[src/sv/smx_pkg.sv]
// Package with shared types, constants and exp table functions for the softmax row normalizer.
`timescale 1ns / 1ps
`default_nettype none
package smx_pkg;

    localparam int LOGIT_W = 16;
    localparam int PROB_W = 16;
    localparam int IDX_W = 4;
    localparam int CNT_W = 5;
    localparam int SUM_W = 21;
    localparam int EXP_W = 16;
    localparam logic [CNT_W-1:0] NUM_CLASSES_RST = 5'd10;
    localparam logic [16:0] EXP_CUTOFF = 17'd4096;

    typedef struct packed {
        logic [LOGIT_W-1:0] row_max;
        logic [CNT_W-1:0] count;
    } row_job_t;

    function automatic logic [16:0] exp_int(input logic [4:0] k);
        logic [16:0] r;
        begin
            case (k)
                5'd0: r = 17'd65536;
                5'd1: r = 17'd24109;
                5'd2: r = 17'd8869;
                5'd3: r = 17'd3263;
                5'd4: r = 17'd1200;
                5'd5: r = 17'd442;
                5'd6: r = 17'd162;
                5'd7: r = 17'd60;
                5'd8: r = 17'd22;
                5'd9: r = 17'd8;
                5'd10: r = 17'd3;
                5'd11: r = 17'd1;
                default: r = 17'd0;
            endcase
            return r;
        end
    endfunction

    function automatic logic [16:0] exp_hi(input logic [3:0] h);
        logic [16:0] r;
        begin
            case (h)
                4'd0: r = 17'd65536;
                4'd1: r = 17'd61565;
                4'd2: r = 17'd57835;
                4'd3: r = 17'd54331;
                4'd4: r = 17'd51039;
                4'd5: r = 17'd47947;
                4'd6: r = 17'd45042;
                4'd7: r = 17'd42313;
                4'd8: r = 17'd39750;
                4'd9: r = 17'd37341;
                4'd10: r = 17'd35079;
                4'd11: r = 17'd32954;
                4'd12: r = 17'd30957;
                4'd13: r = 17'd29081;
                4'd14: r = 17'd27319;
                default: r = 17'd25664;
            endcase
            return r;
        end
    endfunction

    function automatic logic [16:0] exp_lo(input logic [3:0] l);
        logic [16:0] r;
        begin
            case (l)
                4'd0: r = 17'd65536;
                4'd1: r = 17'd65280;
                4'd2: r = 17'd65026;
                4'd3: r = 17'd64772;
                4'd4: r = 17'd64520;
                4'd5: r = 17'd64268;
                4'd6: r = 17'd64018;
                4'd7: r = 17'd63768;
                4'd8: r = 17'd63520;
                4'd9: r = 17'd63272;
                4'd10: r = 17'd63025;
                4'd11: r = 17'd62780;
                4'd12: r = 17'd62535;
                4'd13: r = 17'd62291;
                4'd14: r = 17'd62048;
                default: r = 17'd61806;
            endcase
            return r;
        end
    endfunction

endpackage
`default_nettype wire

[src/sv/softmax_row_normalizer_top.sv]
// Top level of the softmax row normalizer.
// A row of num_classes logits is taken at one per cycle, while full is low, into a row
// buffer; full then stays high until the back end has taken the row and finished its
// exponent pass over it. The back end runs the exp lookup and sum of each class in
// S_EXP and S_MUL2, then divides each class in a bit-serial restoring divider (S_READ,
// S_DIVS, S_DIV, S_OUT) that sets the output rate; results wait in a one-entry register.
`timescale 1ns / 1ps
`default_nettype none
module softmax_row_normalizer_top #(
    parameter int MAX_CLASSES = 16
) (
    input  wire logic clk,
    input  wire logic rst_n,
    input  wire logic cfg_we,
    input  wire logic [smx_pkg::CNT_W-1:0] cfg_wdata,
    input  wire logic push,
    output logic full,
    input  wire logic [smx_pkg::LOGIT_W-1:0] logit,
    output logic empty,
    input  wire logic pop,
    output logic [smx_pkg::PROB_W-1:0] probability,
    output logic [smx_pkg::IDX_W-1:0] class_index,
    output logic row_last
);
    import smx_pkg::*;

    localparam int AW = (MAX_CLASSES > 16) ? 4 : $clog2(MAX_CLASSES);

    logic [CNT_W-1:0] num_classes_reg;
    logic [LOGIT_W-1:0] logit_mem [0:(1<<AW)-1];
    logic [LOGIT_W-1:0] rd_data_reg;
    logic [AW-1:0] wr_addr, rd_addr;
    logic wr_en;
    logic [LOGIT_W-1:0] wr_data;
    logic job_valid, job_ready;
    logic buf_busy;
    row_job_t job;

    always_ff @(posedge clk or negedge rst_n)
    begin
        if (!rst_n)
            num_classes_reg <= NUM_CLASSES_RST;
        else if (cfg_we)
            num_classes_reg <= cfg_wdata;
    end

    always_ff @(posedge clk)
    begin
        if (wr_en)
            logit_mem[wr_addr] <= wr_data;
        rd_data_reg <= logit_mem[rd_addr];
    end

    smx_front #(.MAX_CLASSES(MAX_CLASSES), .AW(AW)) u_front (
        .clk(clk), .rst_n(rst_n), .cfg_we(cfg_we), .cfg_n(num_classes_reg),
        .push(push), .logit(logit), .full(full), .job_valid(job_valid),
        .job(job), .job_ready(job_ready), .buf_busy(buf_busy), .wr_addr(wr_addr),
        .wr_en(wr_en), .wr_data(wr_data)
    );

    smx_back #(.AW(AW)) u_back (
        .clk(clk), .rst_n(rst_n), .job_valid(job_valid), .job(job),
        .job_ready(job_ready), .buf_busy(buf_busy), .rd_addr(rd_addr),
        .rd_data(rd_data_reg), .empty(empty), .pop(pop), .probability(probability),
        .class_index(class_index), .row_last(row_last)
    );

endmodule
`default_nettype wire

[src/sv/smx_front.sv]
// Front end: collects a row of logits into a buffer and tracks the row maximum.
`timescale 1ns / 1ps
`default_nettype none
module smx_front #(
    parameter int MAX_CLASSES = 16,
    parameter int AW = 4
) (
    input  wire logic clk,
    input  wire logic rst_n,
    input  wire logic cfg_we,
    input  wire logic [smx_pkg::CNT_W-1:0] cfg_n,
    input  wire logic push,
    input  wire logic [smx_pkg::LOGIT_W-1:0] logit,
    output logic full,
    output logic job_valid,
    output smx_pkg::row_job_t job,
    input  wire logic job_ready,
    input  wire logic buf_busy,
    output logic [AW-1:0] wr_addr,
    output logic wr_en,
    output logic [smx_pkg::LOGIT_W-1:0] wr_data
);
    import smx_pkg::*;

    localparam int CAP = (MAX_CLASSES < 16) ? MAX_CLASSES : 16;

    logic [CNT_W-1:0] fill_reg, fill_next;
    logic signed [LOGIT_W-1:0] max_reg, max_next;
    logic job_valid_reg, job_valid_next;
    logic [CNT_W-1:0] limit;
    logic take;

    always_comb
    begin
        if (cfg_n == '0)
            limit = CNT_W'(1);
        else if (cfg_n > CNT_W'(CAP))
            limit = CNT_W'(CAP);
        else
            limit = cfg_n;
    end

    // The buffer belongs to the back end until its exponent pass over the row is done.
    assign full = job_valid_reg || buf_busy;
    assign take = push && !full;
    assign wr_en = take;
    assign wr_addr = fill_reg[AW-1:0];
    assign wr_data = logit;
    assign job_valid = job_valid_reg;
    assign job.row_max = max_reg;
    assign job.count = limit;

    always_comb
    begin
        fill_next = fill_reg;
        max_next = max_reg;
        job_valid_next = job_valid_reg;
        if (job_valid_reg && job_ready)
            job_valid_next = 1'b0;
        if (take)
        begin
            if (fill_reg == '0 || $signed(logit) > max_reg)
                max_next = $signed(logit);
            if (fill_reg + CNT_W'(1) >= limit)
            begin
                fill_next = '0;
                job_valid_next = 1'b1;
            end
            else
                fill_next = fill_reg + CNT_W'(1);
        end
        if (cfg_we)
            fill_next = '0;
    end

    always_ff @(posedge clk or negedge rst_n)
    begin
        if (!rst_n)
        begin
            fill_reg <= '0;
            max_reg <= '0;
            job_valid_reg <= 1'b0;
        end
        else
        begin
            fill_reg <= fill_next;
            max_reg <= max_next;
            job_valid_reg <= job_valid_next;
        end
    end

    a_no_push_while_full: assert property (@(posedge clk) disable iff (!rst_n)
        full |-> !wr_en)
        else $error("Buffer written while the row is held.");
    a_job_holds: assert property (@(posedge clk) disable iff (!rst_n)
        job_valid && !job_ready |=> job_valid && $stable(job.row_max))
        else $error("Row job changed while stalled.");
    a_fill_bound: assert property (@(posedge clk) disable iff (!rst_n)
        fill_reg < CNT_W'(CAP))
        else $error("Fill count out of range.");

endmodule
`default_nettype wire

[src/sv/smx_back.sv]
// Back end: exponent pass, summation and one division per class with a one-entry result register.
`timescale 1ns / 1ps
`default_nettype none
module smx_back #(
    parameter int AW = 4
) (
    input  wire logic clk,
    input  wire logic rst_n,
    input  wire logic job_valid,
    input  smx_pkg::row_job_t job,
    output logic job_ready,
    output logic buf_busy,
    output logic [AW-1:0] rd_addr,
    input  wire logic [smx_pkg::LOGIT_W-1:0] rd_data,
    output logic empty,
    input  wire logic pop,
    output logic [smx_pkg::PROB_W-1:0] probability,
    output logic [smx_pkg::IDX_W-1:0] class_index,
    output logic row_last
);
    import smx_pkg::*;

    localparam logic [2:0] S_IDLE = 3'd0;
    localparam logic [2:0] S_EXP  = 3'd1;
    localparam logic [2:0] S_MUL2 = 3'd2;
    localparam logic [2:0] S_DIVS = 3'd3;
    localparam logic [2:0] S_DIV  = 3'd4;
    localparam logic [2:0] S_OUT  = 3'd5;
    localparam logic [2:0] S_READ = 3'd6;

    logic [2:0] state_reg, state_next;
    logic [CNT_W-1:0] n_reg, n_next, j_reg, j_next;
    logic signed [LOGIT_W-1:0] max_reg, max_next;
    logic [SUM_W-1:0] sum_reg, sum_next;
    logic [33:0] p_reg, p_next;
    logic [3:0] l_reg, l_next;
    logic zero_reg, zero_next;
    logic [EXP_W-1:0] exp_mem [0:(1<<AW)-1];
    logic [EXP_W-1:0] exp_rd_reg;
    logic exp_we;
    logic [EXP_W-1:0] exp_wd;
    logic [31:0] rem_reg, rem_next;
    logic [16:0] quo_reg, quo_next;
    logic [4:0] bit_reg, bit_next;
    logic out_valid_reg, out_valid_next;
    logic [PROB_W-1:0] prob_reg, prob_next;
    logic [IDX_W-1:0] idx_reg, idx_next;
    logic last_reg, last_next;
    logic [16:0] u;
    logic [33:0] prod;
    logic [32:0] tr;
    logic din;
    logic [16:0] p1;
    logic [PROB_W-1:0] qsat;

    assign job_ready = (state_reg == S_IDLE);
    assign buf_busy = (state_reg == S_EXP) || (state_reg == S_MUL2);
    assign rd_addr = j_next[AW-1:0];
    assign empty = !out_valid_reg;
    assign probability = prob_reg;
    assign class_index = idx_reg;
    assign row_last = last_reg;
    assign u = 17'(max_reg - $signed(rd_data)) & 17'h0FFFF;
    assign prod = 34'(exp_int(u[12:8])) * 34'(exp_hi(u[7:4]));
    assign p1 = 17'((p_reg + 34'd32768) >> 16);
    assign din = bit_reg[4] & exp_rd_reg[bit_reg[3:0]];
    assign tr = {rem_reg, din} - {12'd0, sum_reg};
    assign qsat = (quo_reg > 17'd65535) ? 16'hFFFF : quo_reg[15:0];

    always_ff @(posedge clk)
    begin
        if (exp_we)
            exp_mem[j_reg[AW-1:0]] <= exp_wd;
        exp_rd_reg <= exp_mem[j_reg[AW-1:0]];
    end

    always_comb
    begin
        state_next = state_reg;
        n_next = n_reg;
        j_next = j_reg;
        max_next = max_reg;
        sum_next = sum_reg;
        p_next = p_reg;
        l_next = l_reg;
        zero_next = zero_reg;
        rem_next = rem_reg;
        quo_next = quo_reg;
        bit_next = bit_reg;
        out_valid_next = out_valid_reg;
        prob_next = prob_reg;
        idx_next = idx_reg;
        last_next = last_reg;
        exp_we = 1'b0;
        exp_wd = '0;
        if (pop && out_valid_reg)
            out_valid_next = 1'b0;
        case (state_reg)
            S_IDLE:
            begin
                if (job_valid)
                begin
                    n_next = job.count;
                    max_next = job.row_max;
                    j_next = '0;
                    sum_next = '0;
                    state_next = S_EXP;
                end
            end
            S_EXP:
            begin
                p_next = prod;
                l_next = u[3:0];
                zero_next = (u > EXP_CUTOFF);
                state_next = S_MUL2;
            end
            S_MUL2:
            begin
                exp_we = 1'b1;
                if (zero_reg)
                    exp_wd = '0;
                else
                    exp_wd = EXP_W'((((34'(p1) * 34'(exp_lo(l_reg)) + 34'd32768) >> 16)
                        + 34'd1) >> 1);
                sum_next = sum_reg + SUM_W'(exp_wd);
                if (j_reg + CNT_W'(1) >= n_reg)
                begin
                    j_next = '0;
                    state_next = S_READ;
                end
                else
                begin
                    j_next = j_reg + CNT_W'(1);
                    state_next = S_EXP;
                end
            end
            S_READ:
                state_next = S_DIVS;
            S_DIVS:
            begin
                rem_next = '0;
                quo_next = '0;
                bit_next = 5'd31;
                state_next = S_DIV;
            end
            S_DIV:
            begin
                // Restoring division of exp << 16 by the sum, one bit a cycle.
                if (tr[32] == 1'b0)
                begin
                    rem_next = tr[31:0];
                    quo_next = {quo_reg[15:0], 1'b1};
                end
                else
                begin
                    rem_next = {rem_reg[30:0], din};
                    quo_next = {quo_reg[15:0], 1'b0};
                end
                if (bit_reg == 5'd0)
                    state_next = S_OUT;
                else
                    bit_next = bit_reg - 5'd1;
            end
            S_OUT:
            begin
                if (!out_valid_reg || pop)
                begin
                    out_valid_next = 1'b1;
                    prob_next = (sum_reg == '0) ? 16'hFFFF : qsat;
                    idx_next = j_reg[IDX_W-1:0];
                    last_next = (j_reg + CNT_W'(1) >= n_reg);
                    if (j_reg + CNT_W'(1) >= n_reg)
                        state_next = S_IDLE;
                    else
                    begin
                        j_next = j_reg + CNT_W'(1);
                        state_next = S_READ;
                    end
                end
            end
            default:
                state_next = S_IDLE;
        endcase
    end

    always_ff @(posedge clk or negedge rst_n)
    begin
        if (!rst_n)
        begin
            state_reg <= S_IDLE;
            out_valid_reg <= 1'b0;
            j_reg <= '0;
            n_reg <= CNT_W'(1);
        end
        else
        begin
            state_reg <= state_next;
            out_valid_reg <= out_valid_next;
            j_reg <= j_next;
            n_reg <= n_next;
        end
    end

    always_ff @(posedge clk)
    begin
        max_reg <= max_next;
        sum_reg <= sum_next;
        p_reg <= p_next;
        l_reg <= l_next;
        zero_reg <= zero_next;
        rem_reg <= rem_next;
        quo_reg <= quo_next;
        bit_reg <= bit_next;
        prob_reg <= prob_next;
        idx_reg <= idx_next;
        last_reg <= last_next;
    end

    a_hold: assert property (@(posedge clk) disable iff (!rst_n)
        out_valid_reg && !pop |=> out_valid_reg && $stable(prob_reg))
        else $error("Result changed while waiting.");
    a_ready_idle: assert property (@(posedge clk) disable iff (!rst_n)
        job_ready |-> state_reg == S_IDLE)
        else $error("Job taken while busy.");
    a_last_idle: assert property (@(posedge clk) disable iff (!rst_n)
        state_reg == S_OUT && state_next == S_IDLE |-> last_next)
        else $error("Row ended without last flag.");

endmodule
`default_nettype wire
[config.mk]
export PLATFORM = sky130hd
export DESIGN_NAME = softmax_row_normalizer_top
export DESIGN_NICKNAME = d
export VERILOG_FILES = /design/src/sv/smx_pkg.sv /design/src/sv/softmax_row_normalizer_top.sv /design/src/sv/smx_front.sv /design/src/sv/smx_back.sv
export SDC_FILE = /design/constraint.sdc
export NUM_CORES = 2
export LEC_CHECK = 0
export BUFFER_PORTS_ARGS = -buffer_cell sky130_fd_sc_hd__buf_2
export CORE_MARGIN = 2
export CORE_UTILIZATION = 35
export CTS_CLUSTER_DIAMETER = 150
export DETAILED_ROUTE_END_ITERATION = 10
export PLACE_DENSITY_LB_ADDON = 0.15
export SETUP_SLACK_MARGIN = 0.05
export SYNTH_ARGS = -nofsm -noshare
export SYNTH_HDL_FRONTEND = slang
export SYNTH_SLANG_ARGS = --single-unit
[constraint.sdc]
create_clock -name clk -period 19.97 [get_ports clk]
set_clock_uncertainty 0.15 [all_clocks]
set_input_delay 1.997 -clock clk [delete_from_list [all_inputs] [get_ports clk]]
set_output_delay 1.997 -clock clk [all_outputs]
set_load 0.01 [all_outputs]
==> flow_summary.yaml <==
clocking:
  clk_latency_ns: 0.68
  postCtsHoldBufs: 0
  cts.sinks: 733
  clk_pin_slew_ns: 0.06
  clk_path_buf_depth: 3
  cts_max_level: 3
  cts_tree: "built"
  ctsResizeCount: 0
  cts_setup_buffers: 0
  cts-root-buf: "clkbuf_16"
  cts_buffers: 83
final_layout:
  layout-drive-gt1-share: 0.121
  fin_nets: 4949
  area_delta_synth_final_pct: 11.2
  fill_cells: 13800
floorplanning:
  fp.dieArea_sq_um: 145000
  num_rows: 138
  pin_count: 49
  die_y_microns: 381
  die_w_microns: 381
  start_util: 0.352
  core_area_sq_um: 141000
logic_synthesis:
  async_flop_share: 0.0559
  synthCells: 4080
  ys_warn_count: 0
  ys_seq_elements: 733
  syn_nets: 4865
  synth_cell_type_count: 93
  syn-cell-area_sq_um: 49700
  synth_edf_count: 647
  synth_flop_cell: "edfxtp_1"
  ys_seq_area_frac: 0.429
  avgSynthCellArea_sq_um: 12.2
sta:
  setup_violations: 0
  tns_ns: 0
  rsz0062_at_grt: "false"
  final.min_clock_period_ns: 11.10
  fin_ws_ns: 8.87
  slew_headroom: 0.0980
  timing.fmax_ghz: 0.0901
  hold_violations: 0
  slew_viol_final: 0
  fin_crit_sh: 0.556
  worstMarginPinSlew_ns: 1.35
global_routing:
  grt_pass1_wl_mm: 192
  grt_overflow_total: 0
  antenna_found_initial: 7
  grt_pass1_vias: 31600
  gr-usage-all-layers: 0.173
  grt_max_degree: 68
run_status:
  status: "finished clean"
critical_path:
  worst_ep_arrival_time_ns: 11.36
  slowest_delay_ns: 1.01
  required_ns: 20.23
  crit_slowest_cell: "xor2_1"
  critPathKind: "reg -> reg"
  start_kind: "flop"
  cp-end-kind: "flop"
  cp_max_fo: 13
  cp_common_cell: "fa_1"
detailed_routing:
  wl_met1_mm: 56.7
  wire_per_inst_microns: 20.3
  wl_met3_mm: 4.38
  via_count: 29900
  wl_met2_mm: 60.7
  vias_per_cell: 4.89
  ant_nets: 0
  drt-initial-drc-count: 1620
  post-route-drc-count: 0
  wl_mm: 124
  first_pass_iters: 7
  routed.top_layer: "met5"
place:
  port_buffers: 48
  gp_congestion: 0.817
  dp_slack_ns: 8.83
  dp_hpwl_mm: 89.1
hold_path:
  hp-class: "reg -> reg"
run:
  maxCapViolCount: 0
==> critical path, delay by kind of cell, from the launching register on <==
| kind | cells | cell delay, ns |
|---|---|---|
| XOR/XNOR | 3 | 1.59 |
| buffers and inverters | 4 | 0.26 |
| flip-flops | 1 | 0.39 |
| AO/OA/AOI/OAI | 8 | 2.41 |
| adder cells (fa/ha/maj) | 8 | 3.63 |
| AND/OR/NAND/NOR | 14 | 2.38 |
==> layout make-up <==
type,instances,area [sq um],area share
Clock buffer,110,2210,0.0399
Inverter,679,2550,0.0461
Antenna cell,2,5.00,0.0000905
Timing Repair Buffer,145,968,0.0175
Sequential cell,733,21400,0.386
Multi-Input combinational cell,2522,25400,0.458
Clock inverter,46,490,0.00887
Tap cell,1890,2360,0.0427
==> path summary, 6_finish.rpt <==
| check | depth (start not counted) | slack (ns) | from | endpoint |
|---|---|---|---|---|
| min | 0 | 0.33 | u_front.max_reg[9] | u_back.max_reg[9] |
| max in group asynchronous | 2 | 17.81 | rst_n | u_back.j_reg[0] |
| min in group asynchronous | 2 | 1.30 | rst_n | u_back.j_reg[1] |
| min reg2reg | 0 | 0.33 | u_front.max_reg[9] | u_back.max_reg[9] |
| max reg2reg | 37 | 8.87 | u_back.p_reg[17] | u_back.sum_reg[17] |
| max | 37 | 8.87 | u_back.p_reg[17] | u_back.sum_reg[17] |
==> per-stage QoR <==
| step | hold slack, ns | utilization | instance area, sq um | cells |
|---|---|---|---|---|
| final | 0.327 | 0.392 | 55300 | 6127 |
| after global routing | 0.338 | 0.392 | 55300 | 6125 |
| after CTS | 0.324 | 0.392 | 55300 | 6125 |
| after detailed placement | 0.310 | 0.373 | 52600 | 5969 |
| after global placement | 0.306 | 0.372 | 52600 | 5968 |
| after floorplan | 0.273 | - | 49700 | 4080 |
==> cell usage in the layout (no fill, tap or decap), drive strengths merged, types with 6 or more instances in the layout <==
master and instances:
o211ai 8, o21bai 12, nand3 43, edfxtp 647, o2111ai 6, o21a 23, ha 367, nor2 262
a211oi 29, fa 392, nor2b 30, dfxtp 45, xor2 41, a21boi 8, clkinv 36, mux4 149
clkbuf 110, a21oi 112, o21ai 66, mux2 25, or3 18, and3 35, nand2b 31, buf 145
dfrtp 38, or2 25, a31oi 8, nor3 50, nor4 14, xnor2 84, nand2 309, inv 681
nand4 15, a21o 35, o31ai 7, and2 189, mux2i 44
==> metal layers <==
metal / GRT usage / vias to the layer above
met4: 0.0392 / 10
met3: 0.0232 / 147
li1: - / 14000
met2: 0.296 / 522
met5: 0 / -
met1: 0.233 / 15200
==> cell usage after synthesis, types with 23 or more instances <==
master | number | area, sq um
nand3_1 | 42 | 210
nor2_1 | 262 | 983
mux2i_1 | 44 | 440
mux4_2 | 149 | 3360
xor2_1 | 41 | 359
inv_1 | 678 | 2540
and2_1 | 187 | 1170
nand2b_1 | 31 | 194
o21a_1 | 23 | 173
nor2b_1 | 30 | 188
dfrtp_1 | 38 | 951
edfxtp_1 | 647 | 19400
nand2_1 | 309 | 1160
dfxtp_1 | 45 | 901
o21ai_0 | 50 | 250
clkbuf_1 | 101 | 379
nor3_1 | 50 | 250
xnor2_1 | 83 | 727
or2_2 | 24 | 150
ha_1 | 367 | 4590
fa_1 | 392 | 7850
mux2_2 | 23 | 259
a21o_1 | 35 | 263
a21oi_1 | 109 | 546
and3_1 | 35 | 219
buf_2 | 27 | 135
a211oi_1 | 29 | 218
==> cell families (layout without fill, tap and decap cells) <==
| logic type | count (synthesis) | in the layout | share of synthesized area |
|---|---|---|---|
| adders and majority gates | 759 | 759 | 0.250 |
| and+or+nand+nor | 1046 | 1046 | 0.102 |
| other | 0 | 2 | 0 |
| xor gates and xnor gates | 125 | 125 | 0.0222 |
| AOI/OAI and AO/OA | 374 | 374 | 0.0507 |
| DFF | 733 | 733 | 0.429 |
| buffers and inverters | 825 | 980 | 0.0632 |
| muxes | 218 | 218 | 0.0820 |
Power is not shown: default switching activity piles up to over one toggle a cycle in this logic, so the estimate is an artifact.
